File: src/rtl/pbgs_pkg.sv
// ----------------------------------------------------------------------------
// pbgs_pkg
// shared types and constants of the pixel binning gain scaler
// ----------------------------------------------------------------------------
`default_nettype none

package pbgs_pkg;

   localparam int NUM_LANES = 3;
   localparam int SAMPLE_W  = 16;
   localparam int SUM_W     = 24;
   localparam int GAIN_W    = 20;
   localparam int PROD_W    = SUM_W + GAIN_W;
   localparam int X_W       = PROD_W + 1;
   localparam int Y_W       = X_W - 12;
   localparam int BIN_W     = 5;
   localparam int SQ_W      = 2 * BIN_W;
   localparam int COL_W     = 12;
   localparam int IDX_W     = 3;
   localparam int Q_W       = 8;
   localparam int STEP_W    = 3;

   localparam logic [IDX_W-1:0] REG_BIN_FACTOR     = 3'd0;
   localparam logic [IDX_W-1:0] REG_CHANNEL_SELECT = 3'd1;
   localparam logic [IDX_W-1:0] REG_MONO_INPUT     = 3'd2;
   localparam logic [IDX_W-1:0] REG_WIDE_INPUT     = 3'd3;
   localparam logic [IDX_W-1:0] REG_GAIN_RED       = 3'd4;
   localparam logic [IDX_W-1:0] REG_GAIN_GREEN     = 3'd5;
   localparam logic [IDX_W-1:0] REG_GAIN_BLUE      = 3'd6;

   typedef struct packed {
      logic [SAMPLE_W-1:0] sample_red;
      logic [SAMPLE_W-1:0] sample_green;
      logic [SAMPLE_W-1:0] sample_blue;
      logic                end_of_line;
      logic                last_row;
   } req_type;

   typedef struct packed {
      logic [Q_W-1:0]   out_red;
      logic [Q_W-1:0]   out_green;
      logic [Q_W-1:0]   out_blue;
      logic [COL_W-1:0] out_column;
      logic             out_row_end;
   } rsp_type;

   // sequencing strobes shared by all lanes
   typedef struct packed {
      logic            rd_en;
      logic            clr_en;
      logic            upd_en;
      logic            emit;
      logic            mul_en;
      logic            add_en;
      logic            div_load;
      logic            div_step;
      logic            wide;
      logic [SQ_W-1:0] sq;
   } lane_ctrl_type;

endpackage

`default_nettype wire

File: src/rtl/pbgs_merge.sv
// ----------------------------------------------------------------------------
// pbgs_merge
// gathers the lane bytes, column and row-end flag into the held response register
// ----------------------------------------------------------------------------
`default_nettype none

module pbgs_merge
   import pbgs_pkg::*;
(
   input  wire logic                          clock,
   input  wire logic                          reset,
   input  wire logic                          load,
   input  wire logic [NUM_LANES-1:0][Q_W-1:0] lane_q,
   input  wire logic [COL_W-1:0]              column,
   input  wire logic                          row_end,
   output logic                               free,
   output logic                               rsp_valid,
   input  wire logic                          rsp_ready,
   output rsp_type                            rsp_data
);

   logic    valid_ff;
   rsp_type data_ff;

   assign free = !valid_ff || rsp_ready;

   always_ff @(posedge clock) begin
      if (reset) begin
         valid_ff <= 1'b0;
      end else if (load && free) begin
         valid_ff <= 1'b1;
      end else if (rsp_ready) begin
         valid_ff <= 1'b0;
      end
   end

   always_ff @(posedge clock) begin
      if (load && free) begin
         data_ff.out_red     <= lane_q[0];
         data_ff.out_green   <= lane_q[1];
         data_ff.out_blue    <= lane_q[2];
         data_ff.out_column  <= column;
         data_ff.out_row_end <= row_end;
      end
   end

   assign rsp_valid = valid_ff;
   assign rsp_data  = data_ff;

endmodule

`default_nettype wire

File: config.mk
export PLATFORM = sky130hd
export DESIGN_NAME = pbgs_merge
export DESIGN_NICKNAME = d
export VERILOG_FILES = /design/src/rtl/pbgs_pkg.sv /design/src/rtl/pbgs_merge.sv
export SDC_FILE = /design/constraint.sdc
export NUM_CORES = 1
export LEC_CHECK = 0
export BUFFER_PORTS_ARGS = -buffer_cell sky130_fd_sc_hd__buf_2
export CAP_MARGIN = 40
export CELL_PAD_IN_SITES_DETAIL_PLACEMENT = 1
export CELL_PAD_IN_SITES_GLOBAL_PLACEMENT = 1
export CORE_MARGIN = 8
export CORE_UTILIZATION = 31
export CTS_BUF_LIST = sky130_fd_sc_hd__clkbuf_16
export CTS_CLUSTER_DIAMETER = 80
export CTS_CLUSTER_SIZE = 10
export DETAILED_ROUTE_END_ITERATION = 8
export MAX_ROUTING_LAYER = met4
export PLACE_DENSITY = 0.8
export SLEW_MARGIN = 0
export SYNTH_ARGS = -nofsm -noshare
export SYNTH_HDL_FRONTEND = slang
export SYNTH_SLANG_ARGS = --single-unit
File: constraint.sdc
create_clock -name clock -period 1.2 [get_ports clock]
set_input_delay 0.12 -clock clock [delete_from_list [all_inputs] [get_ports clock]]
set_output_delay 0.12 -clock clock [all_outputs]
set_load 0.01 [all_outputs]
==> results of run 1 <==
logic make-up after synthesis:
family          Yosys count  share of synthesized area [%]
compound gates            1                         0.7512
buf+inv                   1                         0.3216
flops                    38                          97.00
simple gates              2                          1.931
how the worst min path moves through the flow:
stage | start | endpoint | depth (start not counted)
after global placement | reset | rsp_valid$_SDFFE_PP0P_ | 2
after floorplan | reset | rsp_valid$_SDFFE_PP0P_ | 1
after global routing | lane_q[22] | rsp_data[19]$_DFFE_PP_ | 1
final | lane_q[22] | rsp_data[19]$_DFFE_PP_ | 1
after CTS | lane_q[6] | rsp_data[35]$_DFFE_PP_ | 1
after detailed placement | reset | rsp_valid$_SDFFE_PP0P_ | 2
routing by layer:
metal	track usage [%]	vias up
met3	8.180	2
met4	4.528	0
met2	17.69	59
li1	-	344
met1	11.22	340
met5	-	-
metrics by stage:
step | std cells | cell area [um^2]
after floorplan | 42 | 1166
after global placement | 171 | 1662
after detailed placement | 171 | 1662
after CTS | 180 | 1834
after global routing | 180 | 1834
final | 180 | 1834
state kept, by name, summed over array words and instances (netlist names):
register   flops
rsp_valid      1
rsp_data      37
power breakdown:
part | leakage [nW] | internal (mW) | switching [mW] | total, mW
clock | 0.0864 | 0.963 | 0.440 | 1.40
sequential | 0.366 | 1.55 | 0.0217 | 1.57
combinational | 0.352 | 0.119 | 0.128 | 0.247
worst register-to-register path, stage by stage, from the launching register on:
cell	delay (ns)
dfxtp_1	0.33
nand2b_4	0.09
and2_4	0.18
buf_12	0.17
layout by cell type (no fill, tap or decap):
cell,netlist,routed
edfxtp_1,37,37
buf_2,0,79
dlygate4sd3_1,0,1
bufinv_16,0,1
a21oi_2,1,1
inv_1,1,3
dfxtp_1,1,1
nand2b_4,1,1
clkbuf_16,0,5
and2_4,1,1
buf_12,0,2
area by class of cell:
class	count	area (um^2)	share of cell area (%)
timing repair buffer	82	445.4	24.28
tap	48	60.06	3.274
clock inverter	3	37.54	2.046
multi-input combinational	3	31.28	1.705
clock buffer	5	125.1	6.821
sequential	38	1131	61.66
inverter	1	3.754	0.2046
==> impl_metrics.toml, run 1 <==
[run_status]
status = "completed"

[cts]
clockBufferDepth = 2
clock-root-buffer = "clkbuf_16"
cts_buffers = 5
cts_resized = 0
cts_hold_buf = 1
cts_num_sinks = 38
post_cts_buffers = 0
cts_tree = "yes"
clk_pin_slew_ns = 0.05
htree_levels = 2
clk_latency_ns = 0.27

[placement]
port_buffers = 79
dp_hpwl_um = 2682
place_congestion = 0.6882
detailedPlace.worstSlack_ns = 0.1412

[sta]
tns_ns = 0
worst_slew_pin_slew_ns = 0.1392
fin_crit_ns = 1.063
fin_ws_ns = 0.1371
hold_viol = 0
setup_viol = 0
holdWs_ns = 0.02140
timing.fmax_mhz = 940.8
slew_viol_final = 0
grt_setup_unrepaired = "no"
slew-limit-headroom_pct = 90.71
finalCritPeriodShare_pct = 88.58
finClkSkew_ns = 0.003847

[setup_path]
worstReg2RegEnd = "rsp_data[12]$_DFFE_PP_"
slowest_stage = "dfxtp_1"
slowest_delay_ns = 0.33
ff2ff_path_depth = 3
r2r-start = "rsp_valid$_SDFFE_PP0P_"
start_kind = "flop"
cp.depth = 3
worstPathRequired_ns = 1.18
end_kind = "flop"
path_class = "reg2reg"
crit_chain = "nand2b_4, and2_4, buf_12"
crit_end = "rsp_data[12]$_DFFE_PP_"
cp_top_family = "flip-flops"
crit_path_start = "rsp_valid$_SDFFE_PP0P_"
arrival_ns = 1.04
crit_path_max_fanout = 20
r2r_setup_slack_ns = 0.14
cp_num_buf_inv = 1

[logic_synthesis]
ys.flop_type = "edfxtp_1"
synthCells = 42
synth_seq_cells = 38
synth_area_um2 = 1166
ys_seq_area_share_pct = 97.00
synth_top_cell_by_area = "edfxtp_1"
synth_edf_count = 37
synth.most_common_cell = "edfxtp_1"
postSynthAreaPerCell_um2 = 27.76
synth_top_cell_area_share_pct = 95.28
synthTopCellsByArea = "edfxtp_1 95%, dfxtp_1 1.7%, nand2b_4 1.2%"
async_reset_ff_share_pct = 0
synth_nets = 83
synth.distinct_cells = 6
yosysWarnings = 0

[die]
num_rows = 22
design.die.area_um2 = 5980
core_um2 = 3633
start_util_pct = 32.09
io_pins = 80
fp.dieW_um = 77.33
die_h_um = 77.33

[cells_and_area]
n_fill_cell = 375
syn_to_final_growth_pct = 57.30
drive_gt1_share_pct = 68.18
nets = 172
final_util_pct = 50.48
diodes = 0

[pwr]
leakage_nw = 0.8047
power_mw = 3.222
peakVddDrop_v = 0.0008990
power-per-cell-area_nw_per_um2 = 1757

[route]
vias = 745
wl_met3_um = 426
ant_nets = 0
drtIter0Drc = 11
routed.top_layer = "met4"
met1_length_um = 1216
drc = 0
wire_per_inst_um = 17.89
drt_wl_total_um = 3220
wl_met2_um = 1549
viasPerCell = 4.139
first_pass_iters = 3

[job]
max-cap-violations = 0

[grt]
grt_max_degree = 21
grt_pass1_vias = 937
track_usage_pct = 11.60
grt_pass1_wl_um = 4947
globalRouteOverflowTotal = 0
grt_antenna_before_repair = 0

[worst_hold_path]
hold_path.class = "in2reg"
Note: power is estimated with default switching activity, not from simulation.
==> inputs of run 2 (changes only) <==
--- a/config.mk
+++ b/config.mk
@@ -16,7 +16,7 @@
 export CTS_CLUSTER_SIZE = 10
 export DETAILED_ROUTE_END_ITERATION = 8
 export MAX_ROUTING_LAYER = met4
-export PLACE_DENSITY = 0.8
+export PLACE_DENSITY_LB_ADDON = 0.1
 export SLEW_MARGIN = 0
 export SYNTH_ARGS = -nofsm -noshare
 export SYNTH_HDL_FRONTEND = slang
==> run 2 against run 1 <==
  * Clock-buffer cell count did not move
  * Global-route usage down 1.6 points
  * Sequential share of layout area grew 0.85 points
  * Cell count is the same
  * Power decreased by 6.5%
  * First-iteration DRC count increased to 3.4 times the previous value
  * Sequential cell count stayed put
  * Clock power fell by 14%
  * Critical path type unchanged
==> impl_metrics.toml, run 2 (same netlist as run 1, synthesis figures left out) <==
[pwr]
power-per-cell-area_nw_per_um2 = 1665
leakage_nw = 0.7907
peakVddDrop_v = 0.001065
power_mw = 3.013

[cts]
cts_tree = "yes"
clk_latency_ns = 0.27
clock-root-buffer = "clkbuf_16"
cts_num_sinks = 38
cts_resized = 0
cts_buffers = 5
htree_levels = 2
clockBufferDepth = 2
clk_pin_slew_ns = 0.05

[worst_hold_path]
hold_path_end = "rsp_data[32]$_DFFE_PP_"
hold_path.class = "in2reg"
hold_path_startpoint = "lane_q[3]"
holdPathStages = 1

[placement]
place_congestion = 0.6831
detailedPlace.worstSlack_ns = 0.1434
placed_cell_area_um2 = 1662
port_buffers = 79

[setup_path]
crit_path_max_fanout = 22
start_kind = "flop"
worstReg2RegEnd = "rsp_data[16]$_DFFE_PP_"
end_kind = "flop"
r2r_setup_slack_ns = 0.15
r2r-start = "rsp_valid$_SDFFE_PP0P_"
arrival_ns = 1.03
ff2ff_path_depth = 3
worstPathRequired_ns = 1.18
path_class = "reg2reg"

[sta]
finClkSkew_ns = 0.001846
tns_ns = 0
finalCritPeriodShare_pct = 87.71
timing.fmax_mhz = 950.1
slew-limit-headroom_pct = 91.43
setup_viol = 0
fin_crit_ns = 1.053
grt_setup_unrepaired = "no"
fin_ws_ns = 0.1474
worst_slew_pin_slew_ns = 0.1284
hold_viol = 0
slew_viol_final = 0

[grt]
grt_max_degree = 23
grt_antenna_before_repair = 0
grt_pass1_wl_um = 4436
track_usage_pct = 9.975
grt_pass1_vias = 882
globalRouteOverflowTotal = 0

[cells_and_area]
largest_register_ffs = 37
drive_gt1_share_pct = 68.18
layout_common_cells = "79 x buf_2, 37 x edfxtp_1, 5 x clkbuf_16, 2 x inv_1, 2 x buf_12"
mostFrequentLayoutCell = "buf_2"
finish.instance_area_um2 = 1809
diodes = 0
nets = 172
syn_to_final_growth_pct = 55.15

[die]
die_h_um = 77.33
num_rows = 22
core_um2 = 3633
start_util_pct = 32.09
io_pins = 80
design.die.area_um2 = 5980
fp.dieW_um = 77.33

[job]
max-cap-violations = 0

[route]
first_pass_iters = 2
wire_per_inst_um = 15.53
drtIter0Drc = 37
vias = 714
ant_nets = 0
drt_wl_total_um = 2796
drc = 0
viasPerCell = 3.967

[run_status]
status = "completed"
run 2: cell type report:
type                       instances  area, um^2
clock buffer                       5       125.1
clock inverter                     3       12.51
fill                             382        1824
inverter                           1       3.754
multi-input combinational          3       31.28
sequential                        38        1131
tap                               48       60.06
timing repair buffer              82       445.4
run 2: power by group:
group          total (mW)  leakage (nW)  switching, mW  internal [mW]
logic               0.242         0.352          0.123          0.119
registers            1.57         0.366         0.0192           1.55
clock network        1.20        0.0724          0.453          0.749
run 2: per-stage QoR:
stage               util (%)  instances  hold slack (ns)
global placement       45.73        171           0.2890
finish                 49.79        180          0.02094
global route           49.79        180         0.008275
CTS                    49.79        180         0.009958
detailed placement     45.73        171           0.2822
floorplan                  -         42           0.1824
run 2: metal layers:
| layer | vias up | GRT usage, % | part of all wire (%) |
|---|---|---|---|
| met3 | 0 | 5.876 | 8.6 |
| met2 | 40 | 17.10 | 55 |
| li1 | 345 | - | - |
| met5 | - | - | 0 |
| met4 | 0 | 2.830 | 0 |
| met1 | 329 | 9.181 | 36 |
run 2: timing repair:
item,in CTS,in global routing
hold buffers,1,0
buffers inserted,0,0
endpoints found under the hold margin,1,0
setup endpoints to repair,0,0
run 2: worst max path at each step:
| stage | from | endpoint | slack [ns] | depth (start not counted) |
|---|---|---|---|---|
| finish | rsp_valid$_SDFFE_PP0P_ | rsp_data[16]$_DFFE_PP_ | 0.15 | 3 |
| global route | rsp_valid$_SDFFE_PP0P_ | rsp_data[21]$_DFFE_PP_ | 0.10 | 3 |
| detailed placement | rsp_valid$_SDFFE_PP0P_ | rsp_data[7]$_DFFE_PP_ | 0.14 | 3 |
| global placement | rsp_valid$_SDFFE_PP0P_ | rsp_data[5]$_DFFE_PP_ | 0.16 | 3 |
| CTS | rsp_valid$_SDFFE_PP0P_ | rsp_data[18]$_DFFE_PP_ | 0.13 | 3 |
| floorplan | rsp_valid$_SDFFE_PP0P_ | rsp_data[0]$_DFFE_PP_ | 0.03 | 2 |
run 2: critical path, stage by stage, from the launching register on:
cell,delay (ns)
dfxtp_1,0.33
nand2b_4,0.08
and2_4,0.17
buf_12,0.17
==> inputs of run 3 (changes only) <==
--- a/config.mk
+++ b/config.mk
@@ -16,7 +16,7 @@
 export CTS_CLUSTER_SIZE = 10
 export DETAILED_ROUTE_END_ITERATION = 8
 export MAX_ROUTING_LAYER = met4
-export PLACE_DENSITY_LB_ADDON = 0.1
+export PLACE_DENSITY_LB_ADDON = 0.15
 export SLEW_MARGIN = 0
 export SYNTH_ARGS = -nofsm -noshare
 export SYNTH_HDL_FRONTEND = slang
==> run 3 against run 2 <==
  * Clock power hardly changed
  * Utilization stayed put
  * Die area stayed put
  * Sequential share of layout area stayed put
  * Power is 0.33% lower
  * Global-route usage is 0.15 points higher
  * First-iteration DRC count is 2.7% higher
  * Via count is 3.2% higher
  * Design area stayed put
  * Wire length is 4.5% higher
  * Critical endpoint is now rsp_data[26]$_DFFE_PP_
==> impl_metrics.toml, run 3 (same netlist as run 1, synthesis figures left out) <==
[run_status]
status = "completed"

[route]
viasPerCell = 4.094
drt_wl_total_um = 2922
wire_per_inst_um = 16.23
ant_nets = 0
drc = 0
first_pass_iters = 2
vias = 737
drtIter0Drc = 38

[cells_and_area]
drive_gt1_share_pct = 68.18
layout_common_cells = "79 x buf_2, 37 x edfxtp_1, 5 x clkbuf_16, 2 x inv_1, 2 x buf_12"
nets = 172
n_fill_cell = 391
syn_to_final_growth_pct = 55.15
multiInputGateArea_um2 = 31.28
largest_register_ffs = 37
seq_area_um2 = 1131
diodes = 0
mostFrequentLayoutCell = "buf_2"

[placement]
place_congestion = 0.6510
port_buffers = 79

[grt]
globalRouteOverflowTotal = 0
grt_max_degree = 21
grt_antenna_before_repair = 0
grt_pass1_wl_um = 4505
track_usage_pct = 10.12
grt_pass1_vias = 856

[die]
num_rows = 22
io_pins = 80
design.die.area_um2 = 5980
die_h_um = 77.33
fp.dieW_um = 77.33
start_util_pct = 32.09
core_um2 = 3633

[sta]
tns_ns = 0
slew-limit-headroom_pct = 91.96
finClkSkew_ns = 0.005030
timing.fmax_mhz = 959.1
finalCritPeriodShare_pct = 86.89
grt_setup_unrepaired = "no"
setup_viol = 0
fin_crit_ns = 1.043
slew_viol_final = 0
worst_slew_pin_slew_ns = 0.1205
hold_viol = 0

[cts]
cts_tree = "yes"
clk_latency_ns = 0.27
cts_hold_buf = 0
htree_levels = 2
cts_num_sinks = 38
cts_resized = 0
cts_buffers = 5
clk_pin_slew_ns = 0.05
clock-root-buffer = "clkbuf_16"
clockBufferDepth = 2
post_cts_buffers = 0

[setup_path]
crit_chain = "nand2b_4, and2_4, buf_12"
arrival_ns = 1.02
start_kind = "flop"
path_class = "reg2reg"
slowest_delay_ns = 0.33
worstPathRequired_ns = 1.18
r2r_setup_slack_ns = 0.16
crit_path_max_fanout = 20
end_kind = "flop"
slowest_stage = "dfxtp_1"
cp_top_family = "flip-flops"
cp_num_buf_inv = 1

[worst_hold_path]
hold_path.class = "in2reg"

[pwr]
power_mw = 3.003
leakage_nw = 0.7907
peakVddDrop_v = 0.001237
power-per-cell-area_nw_per_um2 = 1660

[job]
max-cap-violations = 0
## run 3: metal layers
layer  wire (um)  up-vias  share of wire (%)  track usage (%)
met2        1561       48                 53            17.02
met3         263        0                9.0            6.221
met1        1096      346                 38            10.10
li1            -      343                  -                -
met4           0        0                  0            1.132
met5           0        -                  0                -
## run 3: area by class of cell
class	count	area share (%)
sequential	38	62.52
clock inverter	3	0.6916
tap	48	3.319
inverter	1	0.2075
clock buffer	5	6.916
multi-input combinational	3	1.729
timing repair buffer	82	24.62
## run 3: power breakdown
| group | leakage [nW] | internal [mW] | total, mW | switching [mW] |
|---|---|---|---|---|
| combinational | 0.352 | 0.119 | 0.243 | 0.124 |
| clock | 0.0724 | 0.749 | 1.19 | 0.440 |
| sequential | 0.366 | 1.55 | 1.57 | 0.0205 |
## run 3: final timing paths
check	cells after the start	end	from
max	3	rsp_data[26]$_DFFE_PP_	rsp_valid$_SDFFE_PP0P_
min	1	rsp_data[2]$_DFFE_PP_	column[1]
max reg2reg	3	rsp_data[26]$_DFFE_PP_	rsp_valid$_SDFFE_PP0P_
min reg2reg	2	rsp_valid$_SDFFE_PP0P_	rsp_valid$_SDFFE_PP0P_
## run 3: worst register-to-register path: stages (launching register included)
cell	delay, ns
dfxtp_1	0.33
nand2b_4	0.08
and2_4	0.17
buf_12	0.16
## run 3: stage by stage
stage               setup slack [ns]  util (%)  instance area [um^2]  instances  hold WS (ns)
finish                        0.1573     49.79                  1809        180       0.02317
detailed placement            0.1651     45.73                  1662        171        0.2917
CTS                           0.1518     49.52                  1799        179      0.002307
global placement              0.1777     45.73                  1662        171        0.2864
floorplan                    0.02653         -                  1166         42        0.1824
global route                  0.1124     49.79                  1809        180       0.01025
